`config.mk`:
```
export PLATFORM = sky130hd
export DESIGN_NAME = rfid_frame_deframer_flat
export DESIGN_NICKNAME = d
export VERILOG_FILES = /design/src/rtl/core/rfd_pkg.sv /design/src/rtl/core/rfd_ifs.sv /design/src/rtl/core/rfd_in_stage.sv /design/src/rtl/core/rfd_parser.sv /design/src/rtl/core/rfd_out_stage.sv /design/src/rtl/core/rfid_frame_deframer.sv /design/src/flat_wrapper.sv
export SDC_FILE = /design/constraint.sdc
export NUM_CORES = 1
export LEC_CHECK = 0
export BUFFER_PORTS_ARGS = -buffer_cell sky130_fd_sc_hd__buf_2
export CORE_ASPECT_RATIO = 1.4
export CORE_MARGIN = 5
export CORE_UTILIZATION = 53
export DETAILED_ROUTE_END_ITERATION = 10
export PLACE_DENSITY = 0.78
export SYNTH_ARGS = -nofsm -noshare
export SYNTH_HDL_FRONTEND = slang
export SYNTH_SLANG_ARGS = --single-unit
```
`constraint.sdc`:
```
create_clock -name clk_i -period 4.69 [get_ports clk_i]
set_clock_uncertainty 0.15 [all_clocks]
set_input_delay 0.469 -clock clk_i [delete_from_list [all_inputs] [get_ports clk_i]]
set_output_delay 0.469 -clock clk_i [all_outputs]
set_load 0.02 [all_outputs]
```
`src/rtl/core/rfd_pkg.sv`:
```
`timescale 1ns / 1ps
// ----------------------------------------------------------------------------
// rfd_pkg
// Types and constants shared by the frame deframer files.
// ----------------------------------------------------------------------------
package rfd_pkg;

  localparam logic [7:0]  HdrFirst     = 8'h52;
  localparam logic [7:0]  HdrSecond    = 8'h46;
  localparam logic [15:0] ResetMaxLen  = 16'd512;

  typedef enum logic [9:0] {
    PH_HUNT1   = 10'b00_0000_0001,
    PH_HUNT2   = 10'b00_0000_0010,
    PH_TYPE    = 10'b00_0000_0100,
    PH_ADDR_HI = 10'b00_0000_1000,
    PH_ADDR_LO = 10'b00_0001_0000,
    PH_CODE    = 10'b00_0010_0000,
    PH_LEN_HI  = 10'b00_0100_0000,
    PH_LEN_LO  = 10'b00_1000_0000,
    PH_PAYLOAD = 10'b01_0000_0000,
    PH_CSUM    = 10'b10_0000_0000
  } phase_e;

  typedef enum logic [1:0] {
    KIND_PAYLOAD = 2'd0,
    KIND_GOOD    = 2'd1,
    KIND_BADSUM  = 2'd2,
    KIND_TOOLONG = 2'd3
  } kind_e;

  typedef struct packed {
    kind_e       result_kind;
    logic [7:0]  payload_byte;
    logic [7:0]  frame_type;
    logic [15:0] frame_address;
    logic [7:0]  frame_code;
    logic [15:0] frame_param_length;
  } result_t;

endpackage

```
`src/rtl/core/rfd_ifs.sv`:
```
`timescale 1ns / 1ps
// ----------------------------------------------------------------------------
// rfd interfaces
// Valid/ready channels for received bytes, results and configuration.
// ----------------------------------------------------------------------------
interface rfd_byte_if;
  logic       valid;
  logic       ready;
  logic [7:0] in_byte;

  modport source (output valid, output in_byte, input ready);
  modport sink   (input valid, input in_byte, output ready);
endinterface

interface rfd_result_if;
  logic        valid;
  logic        ready;
  logic [1:0]  result_kind;
  logic [7:0]  payload_byte;
  logic [7:0]  frame_type;
  logic [15:0] frame_address;
  logic [7:0]  frame_code;
  logic [15:0] frame_param_length;

  modport source (output valid, output result_kind, output payload_byte,
                  output frame_type, output frame_address, output frame_code,
                  output frame_param_length, input ready);
  modport sink   (input valid, input result_kind, input payload_byte,
                  input frame_type, input frame_address, input frame_code,
                  input frame_param_length, output ready);
endinterface

interface rfd_cfg_if;
  logic        valid;
  logic        ready;
  logic [15:0] max_param_length;

  modport source (output valid, output max_param_length, input ready);
  modport sink   (input valid, input max_param_length, output ready);
endinterface

```
`src/rtl/core/rfd_in_stage.sv`:
```
`timescale 1ns / 1ps
// ----------------------------------------------------------------------------
// rfd_in_stage
// Input register for received bytes; takes a new byte every cycle that it
// holds none or the parser drains the held one.
// ----------------------------------------------------------------------------
module rfd_in_stage (
  input  logic       clk_i,
  input  logic       rst_ni,
  input  logic       in_valid_i,
  output logic       in_ready_o,
  input  logic [7:0] in_byte_i,
  input  logic       take_i,
  output logic       held_valid_o,
  output logic [7:0] held_byte_o
);

  logic       valid_q;
  logic [7:0] byte_q;
  logic       load;

  assign in_ready_o   = !valid_q || take_i;
  assign load         = in_valid_i && in_ready_o;
  assign held_valid_o = valid_q;
  assign held_byte_o  = byte_q;

  always_ff @(posedge clk_i or negedge rst_ni) begin
    if (!rst_ni) begin
      valid_q <= 1'b0;
    end else if (load) begin
      valid_q <= 1'b1;
    end else if (take_i) begin
      valid_q <= 1'b0;
    end
  end

  always_ff @(posedge clk_i) begin
    if (load) begin
      byte_q <= in_byte_i;
    end
  end

endmodule

```
`src/rtl/core/rfd_parser.sv`:
```
`timescale 1ns / 1ps
// ----------------------------------------------------------------------------
// rfd_parser
// Frame state machine: header hunt, field capture, length-limit check,
// payload count and checksum check, one byte per step.
// ----------------------------------------------------------------------------
module rfd_parser (
  input  logic             clk_i,
  input  logic             rst_ni,
  input  logic             take_i,
  input  logic [7:0]       byte_i,
  input  logic [15:0]      max_len_i,
  output logic             res_valid_o,
  output rfd_pkg::result_t res_o
);
  import rfd_pkg::*;

  phase_e      phase_q, phase_d;
  logic [7:0]  sum_q, sum_d;
  logic [7:0]  type_q, type_d;
  logic [15:0] addr_q, addr_d;
  logic [7:0]  code_q, code_d;
  logic [15:0] len_q, len_d;
  logic [15:0] rem_q, rem_d;
  logic [7:0]  sum_next;
  logic [7:0]  expect_sum;

  assign sum_next   = 8'(sum_q + byte_i);
  assign expect_sum = 8'(8'd0 - sum_q);

  always_comb begin
    phase_d     = phase_q;
    sum_d       = sum_q;
    type_d      = type_q;
    addr_d      = addr_q;
    code_d      = code_q;
    len_d       = len_q;
    rem_d       = rem_q;
    res_valid_o = 1'b0;
    res_o.result_kind  = KIND_PAYLOAD;
    res_o.payload_byte = 8'd0;

    unique case (phase_q)
      PH_HUNT1: begin
        if (byte_i == HdrFirst) begin
          sum_d   = byte_i;
          phase_d = PH_HUNT2;
        end
      end
      PH_HUNT2: begin
        priority if (byte_i == HdrSecond) begin
          sum_d   = sum_next;
          phase_d = PH_TYPE;
        end else if (byte_i == HdrFirst) begin
          sum_d = byte_i;
        end else begin
          phase_d = PH_HUNT1;
        end
      end
      PH_TYPE: begin
        sum_d   = sum_next;
        type_d  = byte_i;
        phase_d = PH_ADDR_HI;
      end
      PH_ADDR_HI: begin
        sum_d   = sum_next;
        addr_d  = {byte_i, 8'd0};
        phase_d = PH_ADDR_LO;
      end
      PH_ADDR_LO: begin
        sum_d   = sum_next;
        addr_d  = {addr_q[15:8], byte_i};
        phase_d = PH_CODE;
      end
      PH_CODE: begin
        sum_d   = sum_next;
        code_d  = byte_i;
        phase_d = PH_LEN_HI;
      end
      PH_LEN_HI: begin
        sum_d   = sum_next;
        len_d   = {byte_i, 8'd0};
        phase_d = PH_LEN_LO;
      end
      PH_LEN_LO: begin
        sum_d = sum_next;
        len_d = {len_q[15:8], byte_i};
        if (len_d > max_len_i) begin
          // reject oversize frame right away
          res_valid_o       = 1'b1;
          res_o.result_kind = KIND_TOOLONG;
          phase_d           = PH_HUNT1;
        end else begin
          rem_d   = len_d;
          phase_d = (len_d == 16'd0) ? PH_CSUM : PH_PAYLOAD;
        end
      end
      PH_PAYLOAD: begin
        sum_d = sum_next;
        rem_d = 16'(rem_q - 16'd1);
        if (rem_q == 16'd1) begin
          phase_d = PH_CSUM;
        end
        res_valid_o        = 1'b1;
        res_o.payload_byte = byte_i;
      end
      PH_CSUM: begin
        res_valid_o       = 1'b1;
        res_o.result_kind = (byte_i == expect_sum) ? KIND_GOOD : KIND_BADSUM;
        phase_d           = PH_HUNT1;
      end
      default: begin
        phase_d = PH_HUNT1;
      end
    endcase

    res_o.frame_type         = type_d;
    res_o.frame_address      = addr_d;
    res_o.frame_code         = code_d;
    res_o.frame_param_length = len_d;
  end

  always_ff @(posedge clk_i or negedge rst_ni) begin
    if (!rst_ni) begin
      phase_q <= PH_HUNT1;
      sum_q   <= 8'd0;
      type_q  <= 8'd0;
      addr_q  <= 16'd0;
      code_q  <= 8'd0;
      len_q   <= 16'd0;
      rem_q   <= 16'd0;
    end else if (take_i) begin
      phase_q <= phase_d;
      sum_q   <= sum_d;
      type_q  <= type_d;
      addr_q  <= addr_d;
      code_q  <= code_d;
      len_q   <= len_d;
      rem_q   <= rem_d;
    end
  end

endmodule

```
`src/rtl/core/rfd_out_stage.sv`:
```
`timescale 1ns / 1ps
// ----------------------------------------------------------------------------
// rfd_out_stage
// Result register; holds a finished result until the consumer takes it.
// ----------------------------------------------------------------------------
module rfd_out_stage (
  input  logic             clk_i,
  input  logic             rst_ni,
  input  logic             take_i,
  input  logic             res_valid_i,
  input  rfd_pkg::result_t res_i,
  output logic             free_o,
  output logic             out_valid_o,
  input  logic             out_ready_i,
  output rfd_pkg::result_t out_o
);
  import rfd_pkg::*;

  logic    valid_q;
  result_t res_q;

  assign free_o      = !valid_q || out_ready_i;
  assign out_valid_o = valid_q;
  assign out_o       = res_q;

  always_ff @(posedge clk_i or negedge rst_ni) begin
    if (!rst_ni) begin
      valid_q <= 1'b0;
    end else if (take_i) begin
      valid_q <= res_valid_i;
    end else if (out_ready_i) begin
      valid_q <= 1'b0;
    end
  end

  always_ff @(posedge clk_i) begin
    if (take_i && res_valid_i) begin
      res_q <= res_i;
    end
  end

endmodule

```
`src/rtl/core/rfid_frame_deframer.sv`:
```
`timescale 1ns / 1ps
// ----------------------------------------------------------------------------
// rfid_frame_deframer
// Header/length/checksum deframer for a received byte stream.
// ----------------------------------------------------------------------------
// The block takes one byte per clock while the result slot is free and
// gives at most one result per byte: a payload byte, a good-frame or
// bad-checksum verdict at the checksum byte, or a length-over-limit error
// as soon as the low length byte arrives. Each byte passes an input
// register, the parse logic and a result register. The sustained rate is
// one byte per cycle while the consumer takes results, set by the frame
// state machine, which updates once per byte. Write max_param_length
// only while idle.
module rfid_frame_deframer (
  input  logic  clk_i,
  input  logic  rst_ni,
  rfd_byte_if.sink     byte_i,
  rfd_cfg_if.sink      cfg_i,
  rfd_result_if.source result_o
);
  import rfd_pkg::*;

  logic [15:0] max_len_q;
  logic        held_valid;
  logic [7:0]  held_byte;
  logic        out_free;
  logic        advance;
  logic        res_valid;
  result_t     res;
  result_t     out_res;

  assign cfg_i.ready = 1'b1;

  always_ff @(posedge clk_i or negedge rst_ni) begin
    if (!rst_ni) begin
      max_len_q <= ResetMaxLen;
    end else if (cfg_i.valid) begin
      max_len_q <= cfg_i.max_param_length;
    end
  end

  // advance the parser whenever a byte is held and the result slot is free
  assign advance = held_valid && out_free;

  rfd_in_stage u_in (
    .clk_i        (clk_i),
    .rst_ni       (rst_ni),
    .in_valid_i   (byte_i.valid),
    .in_ready_o   (byte_i.ready),
    .in_byte_i    (byte_i.in_byte),
    .take_i       (advance),
    .held_valid_o (held_valid),
    .held_byte_o  (held_byte)
  );

  rfd_parser u_parser (
    .clk_i       (clk_i),
    .rst_ni      (rst_ni),
    .take_i      (advance),
    .byte_i      (held_byte),
    .max_len_i   (max_len_q),
    .res_valid_o (res_valid),
    .res_o       (res)
  );

  rfd_out_stage u_out (
    .clk_i       (clk_i),
    .rst_ni      (rst_ni),
    .take_i      (advance),
    .res_valid_i (res_valid),
    .res_i       (res),
    .free_o      (out_free),
    .out_valid_o (result_o.valid),
    .out_ready_i (result_o.ready),
    .out_o       (out_res)
  );

  assign result_o.result_kind        = out_res.result_kind;
  assign result_o.payload_byte       = out_res.payload_byte;
  assign result_o.frame_type         = out_res.frame_type;
  assign result_o.frame_address      = out_res.frame_address;
  assign result_o.frame_code         = out_res.frame_code;
  assign result_o.frame_param_length = out_res.frame_param_length;

endmodule
```
`src/flat_wrapper.sv`:
```
// flat-port wrapper written by rule: the top's interface ports become plain ports
module rfid_frame_deframer_flat import rfd_pkg::*;
  (clk_i, rst_ni, byte_i_valid, byte_i_in_byte, byte_i_ready, cfg_i_valid, cfg_i_max_param_length, cfg_i_ready, result_o_valid, result_o_result_kind, result_o_payload_byte, result_o_frame_type, result_o_frame_address, result_o_frame_code, result_o_frame_param_length, result_o_ready);
  rfd_byte_if byte_i_i ();
  rfd_cfg_if cfg_i_i ();
  rfd_result_if result_o_i ();
  input  logic clk_i;
  input  logic rst_ni;
  input wire logic [$bits(byte_i_i.valid)-1:0] byte_i_valid;
  input wire logic [$bits(byte_i_i.in_byte)-1:0] byte_i_in_byte;
  output wire logic [$bits(byte_i_i.ready)-1:0] byte_i_ready;
  input wire logic [$bits(cfg_i_i.valid)-1:0] cfg_i_valid;
  input wire logic [$bits(cfg_i_i.max_param_length)-1:0] cfg_i_max_param_length;
  output wire logic [$bits(cfg_i_i.ready)-1:0] cfg_i_ready;
  output wire logic [$bits(result_o_i.valid)-1:0] result_o_valid;
  output wire logic [$bits(result_o_i.result_kind)-1:0] result_o_result_kind;
  output wire logic [$bits(result_o_i.payload_byte)-1:0] result_o_payload_byte;
  output wire logic [$bits(result_o_i.frame_type)-1:0] result_o_frame_type;
  output wire logic [$bits(result_o_i.frame_address)-1:0] result_o_frame_address;
  output wire logic [$bits(result_o_i.frame_code)-1:0] result_o_frame_code;
  output wire logic [$bits(result_o_i.frame_param_length)-1:0] result_o_frame_param_length;
  input wire logic [$bits(result_o_i.ready)-1:0] result_o_ready;
  assign byte_i_i.valid = byte_i_valid;
  assign byte_i_i.in_byte = byte_i_in_byte;
  assign byte_i_ready = byte_i_i.ready;
  assign cfg_i_i.valid = cfg_i_valid;
  assign cfg_i_i.max_param_length = cfg_i_max_param_length;
  assign cfg_i_ready = cfg_i_i.ready;
  assign result_o_valid = result_o_i.valid;
  assign result_o_result_kind = result_o_i.result_kind;
  assign result_o_payload_byte = result_o_i.payload_byte;
  assign result_o_frame_type = result_o_i.frame_type;
  assign result_o_frame_address = result_o_i.frame_address;
  assign result_o_frame_code = result_o_i.frame_code;
  assign result_o_frame_param_length = result_o_i.frame_param_length;
  assign result_o_i.ready = result_o_ready;
  rfid_frame_deframer u_core (.clk_i(clk_i), .rst_ni(rst_ni), .byte_i(byte_i_i), .cfg_i(cfg_i_i), .result_o(result_o_i));
endmodule
```
==> impl_table.tex, run 1 <==
\begin{tabular}{lr}
\hline
Metric & Value \\
\hline
\multicolumn{2}{l}{\textbf{Status}} \\
Result of the run & complete, but fails checks \\
Violated checks & hold timing \\
\multicolumn{2}{l}{\textbf{Layout}} \\
Final non-filler cell total & 1016 \\
Fraction of final layout cells sized beyond drive strength 1 & 0.260 \\
Antenna diode count & 0 \\
Final \#Nets & 863 \\
Most used cells in the layout excluding fill and tap cells & 98 x dfrtp\_1, 87 x buf\_2, 66 x edfxtp\_1, 64 x nand2\_1, 57 x mux2\_2 \\
Share of the core filled with cells & 0.614 \\
Layout area overhead & 15.1\% \\
Most common cell after layout, fill and taps aside & dfrtp\_1 \\
Post-Layout Inst Area & 9500 sq um \\
\multicolumn{2}{l}{\textbf{Die}} \\
IO Count & 90 \\
Area of the die & 18200 sq um \\
Overall die width & 115 um \\
Floorplan core area & 15500 sq um \\
Die Ht & 158 um \\
Starting Density & 0.533 \\
Cell Rows & 54 \\
\multicolumn{2}{l}{\textbf{Clocking}} \\
Buffer cell driving the clock tree root & clkbuf\_16 \\
Maximum buffer depth of the clock tree & 2 \\
Max H-tree Level & 4 \\
CTS buffer count & 17 \\
Clock sink count & 166 \\
Number of hold-repair buffers added at the cts stage & 0 \\
Clock tree from TritonCTS & done \\
Clock network latency to the later pin of the worst-skew pair & 0.43 ns \\
Reg clk slew, reported paths & 0.06 ns \\
Post CTS Setup Buffer Count & 0 \\
Post-CTS Resized & 0 \\
\multicolumn{2}{l}{\textbf{Detailed routing}} \\
1st-iter DRT viols & 525 \\
Residual antenna-violating net count after detailed routing & 0 \\
Total Routed Length & 21200 um \\
Vias per inst & 6.22 \\
Post-detailed-route DRC marker count & 0 \\
Routed length per placed instance & 20.9 um \\
Via count of the routed design & 6318 \\
Total iterations of the first detailed-routing run & 5 \\
\multicolumn{2}{l}{\textbf{Critical path}} \\
Worst setup slack for register-to-register paths & 0.83 ns \\
Arrival time of the worst setup path & 3.82 ns \\
Critical path fanouts, max & 42 \\
Setup CP Type & reg -> reg \\
Nature of the critical path startpoint & flip-flop \\
Worst Setup End Kind & flip-flop \\
Data required, critical path & 4.65 ns \\
\multicolumn{2}{l}{\textbf{Hold path}} \\
Class of the most critical hold timing path & in -> async \\
\multicolumn{2}{l}{\textbf{Synthesis}} \\
Synth Instances & 720 \\
Top FF cell, synth & dfrtp\_1 \\
Cell area after synthesis & 8250 sq um \\
Number of synthesized flops with an enable pin & 66 \\
Syn Nets & 776 \\
Number of library cell types mapped by synthesis & 75 \\
Avg Inst Size Synth & 11.5 sq um \\
FFs w/ async S/R, synth & 0.602 \\
Count of state elements after synthesis & 166 \\
Total of warnings raised by yosys & 0 \\
Portion of the post-synthesis area used by sequential elements & 0.544 \\
\multicolumn{2}{l}{\textbf{Timing}} \\
Final hold slack & -0.00319 ns \\
Final Slew Violations & 0 \\
Total count of hold-check failures in the final report & 7 \\
Maximum operating frequency & 259 MHz \\
Final-report setup violation count & 0 \\
Final worst-path cycle share & 0.822 \\
Shortest clock period the worst path allows after layout & 3.86 ns \\
Post-Route Setup TNS & 0 ns \\
Slew @ Worst Pin & 1.23 ns \\
Max-slew headroom at the worst pin & 0.180 \\
Unrepaired setup endpoints after global routing & no \\
\multicolumn{2}{l}{\textbf{Power}} \\
Post-route total power & 3.88 mW \\
Power per cell area & 409 nW/um\^{}2 \\
Largest vdd supply drop & 230 uV \\
Leakage & 4.25 nW \\
\multicolumn{2}{l}{\textbf{Global route}} \\
Number of antenna violations at the first check in global routing & 0 \\
GR Overflow Total & 0 \\
Combined global-route utilization of all metal layers & 0.243 \\
Vias in the first global route & 6473 \\
First-pass GRT wire length & 34400 um \\
Largest net degree at the start of global routing & 64 \\
\multicolumn{2}{l}{\textbf{Job}} \\
Number of max-capacitance violations reported & 0 \\
\multicolumn{2}{l}{\textbf{Place}} \\
Placed instance count & 984 \\
GPL Wtd Cong & 0.868 \\
Post-detail-place hpwl & 14500 um \\
Area of placed instances & 8950 sq um \\
Count of input and output buffers & 88 \\
\hline
\end{tabular}
==> report_power, final <==
group	switching, mW	internal (mW)
Clock	0.599	0.699
Combinational	0.504	0.313
Sequential	0.108	1.66
==> cells by family after synthesis <==
logic type | share of synthesized area
AOI/OAI and AO/OA | 0.142
adders and majority gates | 0.0418
DFF | 0.544
muxes | 0.0923
other | 0.000454
buffers and inverters | 0.0370
and+or+nand+nor | 0.126
xor gates and xnor gates | 0.0170
==> metal layers <==
| layer | up-vias | share of wire | track usage |
|---|---|---|---|
| li1 | 2841 | - | - |
| met1 | 3105 | 0.40 | 0.302 |
| met2 | 296 | 0.49 | 0.406 |
| met3 | 76 | 0.062 | 0.0356 |
| met4 | 0 | 0.052 | 0.138 |
| met5 | - | 0 | 0 |
==> critical path, cell delays in order, from the launching register on <==
cell and delay (ns):
edfxtp_1 0.57, ha_1 0.40, nand2_1 0.06, o21a_1 0.18, o211ai_1 0.97, a21oi_1 0.32, nor2_4 0.55, buf_12 0.30
==> layout make-up <==
class / count / area (sq um)
clock buffer: 19 / 443
clock inverter: 13 / 100
fill: 1178 / 5980
inverter: 39 / 146
multi-input combinational: 477 / 3480
sequential: 166 / 4490
tap: 196 / 245
timing repair buffer: 106 / 591
==> cell usage after synthesis, drive strengths merged (4+ instances only) <==
library cell  count  share of area
nor2             25          0.011
o21ai            57          0.035
xnor2             5         0.0053
dfrtp            98           0.30
nor2b             8         0.0061
or4               6         0.0059
nand4             7         0.0053
inv              39          0.018
and2             13         0.0099
a2bb2oi           6         0.0064
nor4b             5         0.0053
clkbuf           32          0.015
nand2            64          0.029
xor2             11          0.012
o211ai            8         0.0073
nand3            11         0.0073
a22oi             5         0.0045
a211oi            5         0.0045
or2               4         0.0030
and4              4         0.0042
nand2b            6         0.0045
or3               4         0.0036
buf               6         0.0045
a21boi            4         0.0036
edfxtp           66           0.24
ha               26          0.039
mux2             65          0.092
a21oi            25          0.015
a22o             25          0.027
nor3             13         0.0079
a31oi             5         0.0038
nor4             12         0.0099
==> per-stage QoR <==
step	hold slack, ns	worst slack [ns]
final	-0.00319	0.833
after global routing	0.0512	0.654
after CTS	0.0154	0.892
after detailed placement	0.313	0.902
after global placement	0.302	1.06
after floorplan	0.0234	0.491
==> sequential cells by signal, summed over array words and instances, names as in the netlist <==
register	flops
u_core.max_len_q	16
u_core.u_parser.rem_q	16
u_core.u_out.out_valid_o	1
u_core.u_out.out_o	58
u_core.u_parser.addr_q	16
u_core.u_parser.code_q	8
u_core.u_in.held_valid_o	1
u_core.u_parser.sum_q	8
u_core.u_parser.phase_q	10
u_core.u_parser.type_q	8
u_core.u_parser.len_q	16
u_core.u_in.held_byte_o	8
==> path summary, 6_finish.rpt <==
path	start	to	cells past startpoint
worst max-delay path	u_core.u_in.held_byte_o[3]	u_core.u_out.out_o[5]	7
worst min-delay path	rst_ni	u_core.u_parser.len_q[7]	1
worst max register to register	u_core.u_in.held_byte_o[3]	u_core.u_out.out_o[5]	7
worst min register to register	u_core.u_parser.code_q[0]	u_core.u_parser.code_q[0]	2
max in group asynchronous	rst_ni	u_core.max_len_q[9]	2
min in group clk_i	byte_i_in_byte[5]	u_core.u_in.held_byte_o[5]	1
(Power assumes the default switching activity.)
==> inputs of run 2 (changes only) <==
ABC_AREA = 1   (was unset)
CORE_UTILIZATION = 59   (was 53)
PLACE_DENSITY = 0.82   (was 0.78)
clock period = 3.6 ns   (was 4.69 ns; I/O delays follow)
==> impl_table.tex, run 2 <==
\begin{tabular}{lr}
\hline
Metric & Value \\
\hline
\multicolumn{2}{l}{\textbf{Timing}} \\
Total count of hold-check failures in the final report & 0 \\
Final Slew Violations & 0 \\
Max-slew headroom at the worst pin & 0.426 \\
Final worst-path cycle share & 0.796 \\
Final-report setup violation count & 0 \\
Smallest setup slack after layout & 0.734 ns \\
Slew @ Worst Pin & 0.862 ns \\
Shortest clock period the worst path allows after layout & 2.87 ns \\
Maximum operating frequency & 349 MHz \\
Post-Route Setup TNS & 0 ns \\
Unrepaired setup endpoints after global routing & no \\
\multicolumn{2}{l}{\textbf{Power}} \\
Clock share of power & 0.346 \\
Fraction of power spent switching nets & 0.325 \\
Leakage & 4.88 nW \\
Largest vdd supply drop & 392 uV \\
Proportion of power drawn by combinational gates & 0.215 \\
Power per cell area & 523 nW/um\^{}2 \\
Sequential power share & 0.439 \\
NetSw & 1.66 mW \\
Internal power contribution & 3.44 mW \\
\multicolumn{2}{l}{\textbf{Detailed routing}} \\
Post-detailed-route DRC marker count & 0 \\
Residual antenna-violating net count after detailed routing & 0 \\
Total iterations of the first detailed-routing run & 6 \\
Routed length per placed instance & 15.2 um \\
1st-iter DRT viols & 422 \\
Total Routed Length & 19500 um \\
Vias per inst & 5.36 \\
Via count of the routed design & 6859 \\
\multicolumn{2}{l}{\textbf{Synthesis}} \\
Synth Instances & 982 \\
Top FF cell, synth & dfrtp\_1 \\
Number of synthesized flops with an enable pin & 66 \\
Yosys top cell by area & dfrtp\_1 \\
Leading cell types by total area after synthesis & dfrtp\_1 29\%, edfxtp\_1 24\%, nand2\_1 16\%, o21ai\_0 4.6\%, inv\_1 4.0\% \\
Portion of the post-synthesis area used by sequential elements & 0.532 \\
Count of state elements after synthesis & 166 \\
Most instantiated cells after synthesis & 349 x nand2\_1, 98 x dfrtp\_1, 90 x inv\_1 \\
Syn Nets & 1038 \\
Number of library cell types mapped by synthesis & 43 \\
Avg Inst Size Synth & 8.59 sq um \\
Total of warnings raised by yosys & 0 \\
Synth top area share & 0.291 \\
Cell area after synthesis & 8430 sq um \\
Most repeated cell in the gate-level netlist after synthesis & nand2\_1 \\
FFs w/ async S/R, synth & 0.602 \\
\multicolumn{2}{l}{\textbf{Place}} \\
Placed instance count & 1233 \\
GPL Wtd Cong & 0.892 \\
Area of placed instances & 9020 sq um \\
Post-detail-place hpwl & 13400 um \\
Pre-CTS setup slack & 0.727 ns \\
Count of input and output buffers & 88 \\
\multicolumn{2}{l}{\textbf{Die}} \\
Die Ht & 151 um \\
Floorplan core area & 14000 sq um \\
Cell Rows & 51 \\
Starting Density & 0.603 \\
IO Count & 90 \\
Overall die width & 111 um \\
Area of the die & 16800 sq um \\
\multicolumn{2}{l}{\textbf{Critical path}} \\
Cell mode on critical path & nand2\_1 \\
Nature of the critical path startpoint & flip-flop \\
Critical path fanouts, max & 58 \\
Worst Setup End Kind & flip-flop \\
Slowest CP cell & edfxtp\_1 \\
Worst setup slack for register-to-register paths & 0.73 ns \\
Data required, critical path & 3.55 ns \\
Slowest cell delay on critical path & 0.40 ns \\
Arrival time of the worst setup path & 2.81 ns \\
CP Cell Sequence & clkinv\_1 -> ha\_1 -> inv\_1 -> nand2\_1 -> nand2\_1 -> nand2\_1 -> nand2\_1 -> nand2\_1 -> nand2\_1 -> nand2\_1 -> nand2\_1 -> nand3\_4 -> nand2\_1 -> nand2\_1 -> inv\_2 -> buf\_12 \\
Setup CP Type & reg -> reg \\
\multicolumn{2}{l}{\textbf{Layout}} \\
Antenna diode count & 0 \\
Number of flip-flops in the largest register & 58 \\
Fraction of final layout cells sized beyond drive strength 1 & 0.147 \\
Most common cell after layout, fill and taps aside & nand2\_1 \\
Final \#Nets & 1137 \\
Share of the core filled with cells & 0.697 \\
Final non-filler cell total & 1279 \\
Layout area overhead & 15.6\% \\
Filler Cells Inserted & 1112 \\
Post-Layout Inst Area & 9740 sq um \\
Most used cells in the layout excluding fill and tap cells & 349 x nand2\_1, 98 x dfrtp\_1, 88 x inv\_1, 87 x buf\_2, 78 x o21ai\_0 \\
\multicolumn{2}{l}{\textbf{Clocking}} \\
CTS buffer count & 17 \\
Clock network latency to the later pin of the worst-skew pair & 0.42 ns \\
Post-CTS Resized & 0 \\
Clock sink count & 166 \\
Clock tree from TritonCTS & done \\
Reg clk slew, reported paths & 0.07 ns \\
Maximum buffer depth of the clock tree & 2 \\
Buffer cell driving the clock tree root & clkbuf\_16 \\
Max H-tree Level & 4 \\
\multicolumn{2}{l}{\textbf{Global route}} \\
GR Overflow Total & 0 \\
Vias in the first global route & 6603 \\
Largest net degree at the start of global routing & 65 \\
First-pass GRT wire length & 31900 um \\
Number of antenna violations at the first check in global routing & 0 \\
Combined global-route utilization of all metal layers & 0.239 \\
\multicolumn{2}{l}{\textbf{Status}} \\
Result of the run & finished, final reports clean \\
\multicolumn{2}{l}{\textbf{Hold path}} \\
Class of the most critical hold timing path & in -> reg \\
\multicolumn{2}{l}{\textbf{Job}} \\
Number of max-capacitance violations reported & 0 \\
\hline
\end{tabular}
==> run 2: cells by family (layout without fill, tap and decap cells) <==
| family | Yosys count | after routing | share of synthesized area |
|---|---|---|---|
| AOI/OAI and AO/OA | 121 | 121 | 0.0791 |
| other | 1 | 1 | 0.000445 |
| muxes | 1 | 1 | 0.00134 |
| xor gates and xnor gates | 19 | 19 | 0.0197 |
| and+or+nand+nor | 521 | 521 | 0.264 |
| buffers and inverters | 126 | 238 | 0.0622 |
| adders and majority gates | 27 | 27 | 0.0410 |
| DFF | 166 | 166 | 0.532 |
==> run 2: per-layer routing <==
metal  share of wire  track usage  up-vias
met3           0.066       0.0437       54
met2            0.50        0.423      245
met4           0.036        0.112        0
li1                -            -     3390
met5               0            0        -
met1            0.40        0.286     3170
==> run 2: layout make-up <==
| type | count | area [sq um] | area share |
|---|---|---|---|
| clock buffer | 17 | 425 | 0.0437 |
| tap | 185 | 231 | 0.0238 |
| multi-input combinational | 690 | 3420 | 0.351 |
| sequential | 166 | 4490 | 0.461 |
| clock inverter | 15 | 153 | 0.0157 |
| inverter | 98 | 373 | 0.0383 |
| timing repair buffer | 108 | 653 | 0.0670 |
==> run 2: through the flow <==
| stage | power (mW) | hold slack [ns] |
|---|---|---|
| 6_report | 5.09 | 0.00501 |
| 5_1_grt | 5.38 | 0.00878 |
| 4_1_cts | 5.11 | 0.00321 |
| 3_5_place_dp | 3.33 | 0.315 |
| 3_3_place_gp | 3.31 | 0.311 |
| 2_1_floorplan | 3.07 | -0.0856 |
==> run 2: final timing paths <==
path                       cells past startpoint                   endpoint                        from
max reg2reg                                   16      u_core.u_out.out_o[8]  u_core.u_in.held_byte_o[0]
min reg2reg                                    2  u_core.u_parser.addr_q[8]   u_core.u_parser.addr_q[8]
max in group asynchronous                      3  u_core.u_parser.addr_q[9]                      rst_ni
min in group asynchronous                      2   u_core.u_parser.sum_q[5]                      rst_ni
max                                           16      u_core.u_out.out_o[8]  u_core.u_in.held_byte_o[0]
min                                            3        u_core.max_len_q[8]   cfg_i_max_param_length[8]
==> run 2: worst max-delay path, delay by kind of cell, from the launching register on <==
kind,cells,cell delay [ns]
adders and majority gates,1,0.33
buffers and inverters,4,0.73
DFF,1,0.40
and+or+nand+nor,11,0.89
==> run 2: power groups by stage <==
| stage | combinational (mW) | sequential [mW] | clock, mW |
|---|---|---|---|
| finish | 1.10 | 2.24 | 1.76 |
| floorplan | 0.831 | 2.24 | 0 |
| CTS | 1.09 | 2.23 | 1.78 |
| global placement | 1.04 | 2.26 | 0 |
| detailed placement | 1.07 | 2.27 | 0 |
| global route | 1.25 | 2.25 | 1.88 |
==> run 2: repair_timing <==
item	4_1_cts	5_1_grt
hold buffers	14	0
setup buffers	0	0
endpoints found under the hold margin	74	0
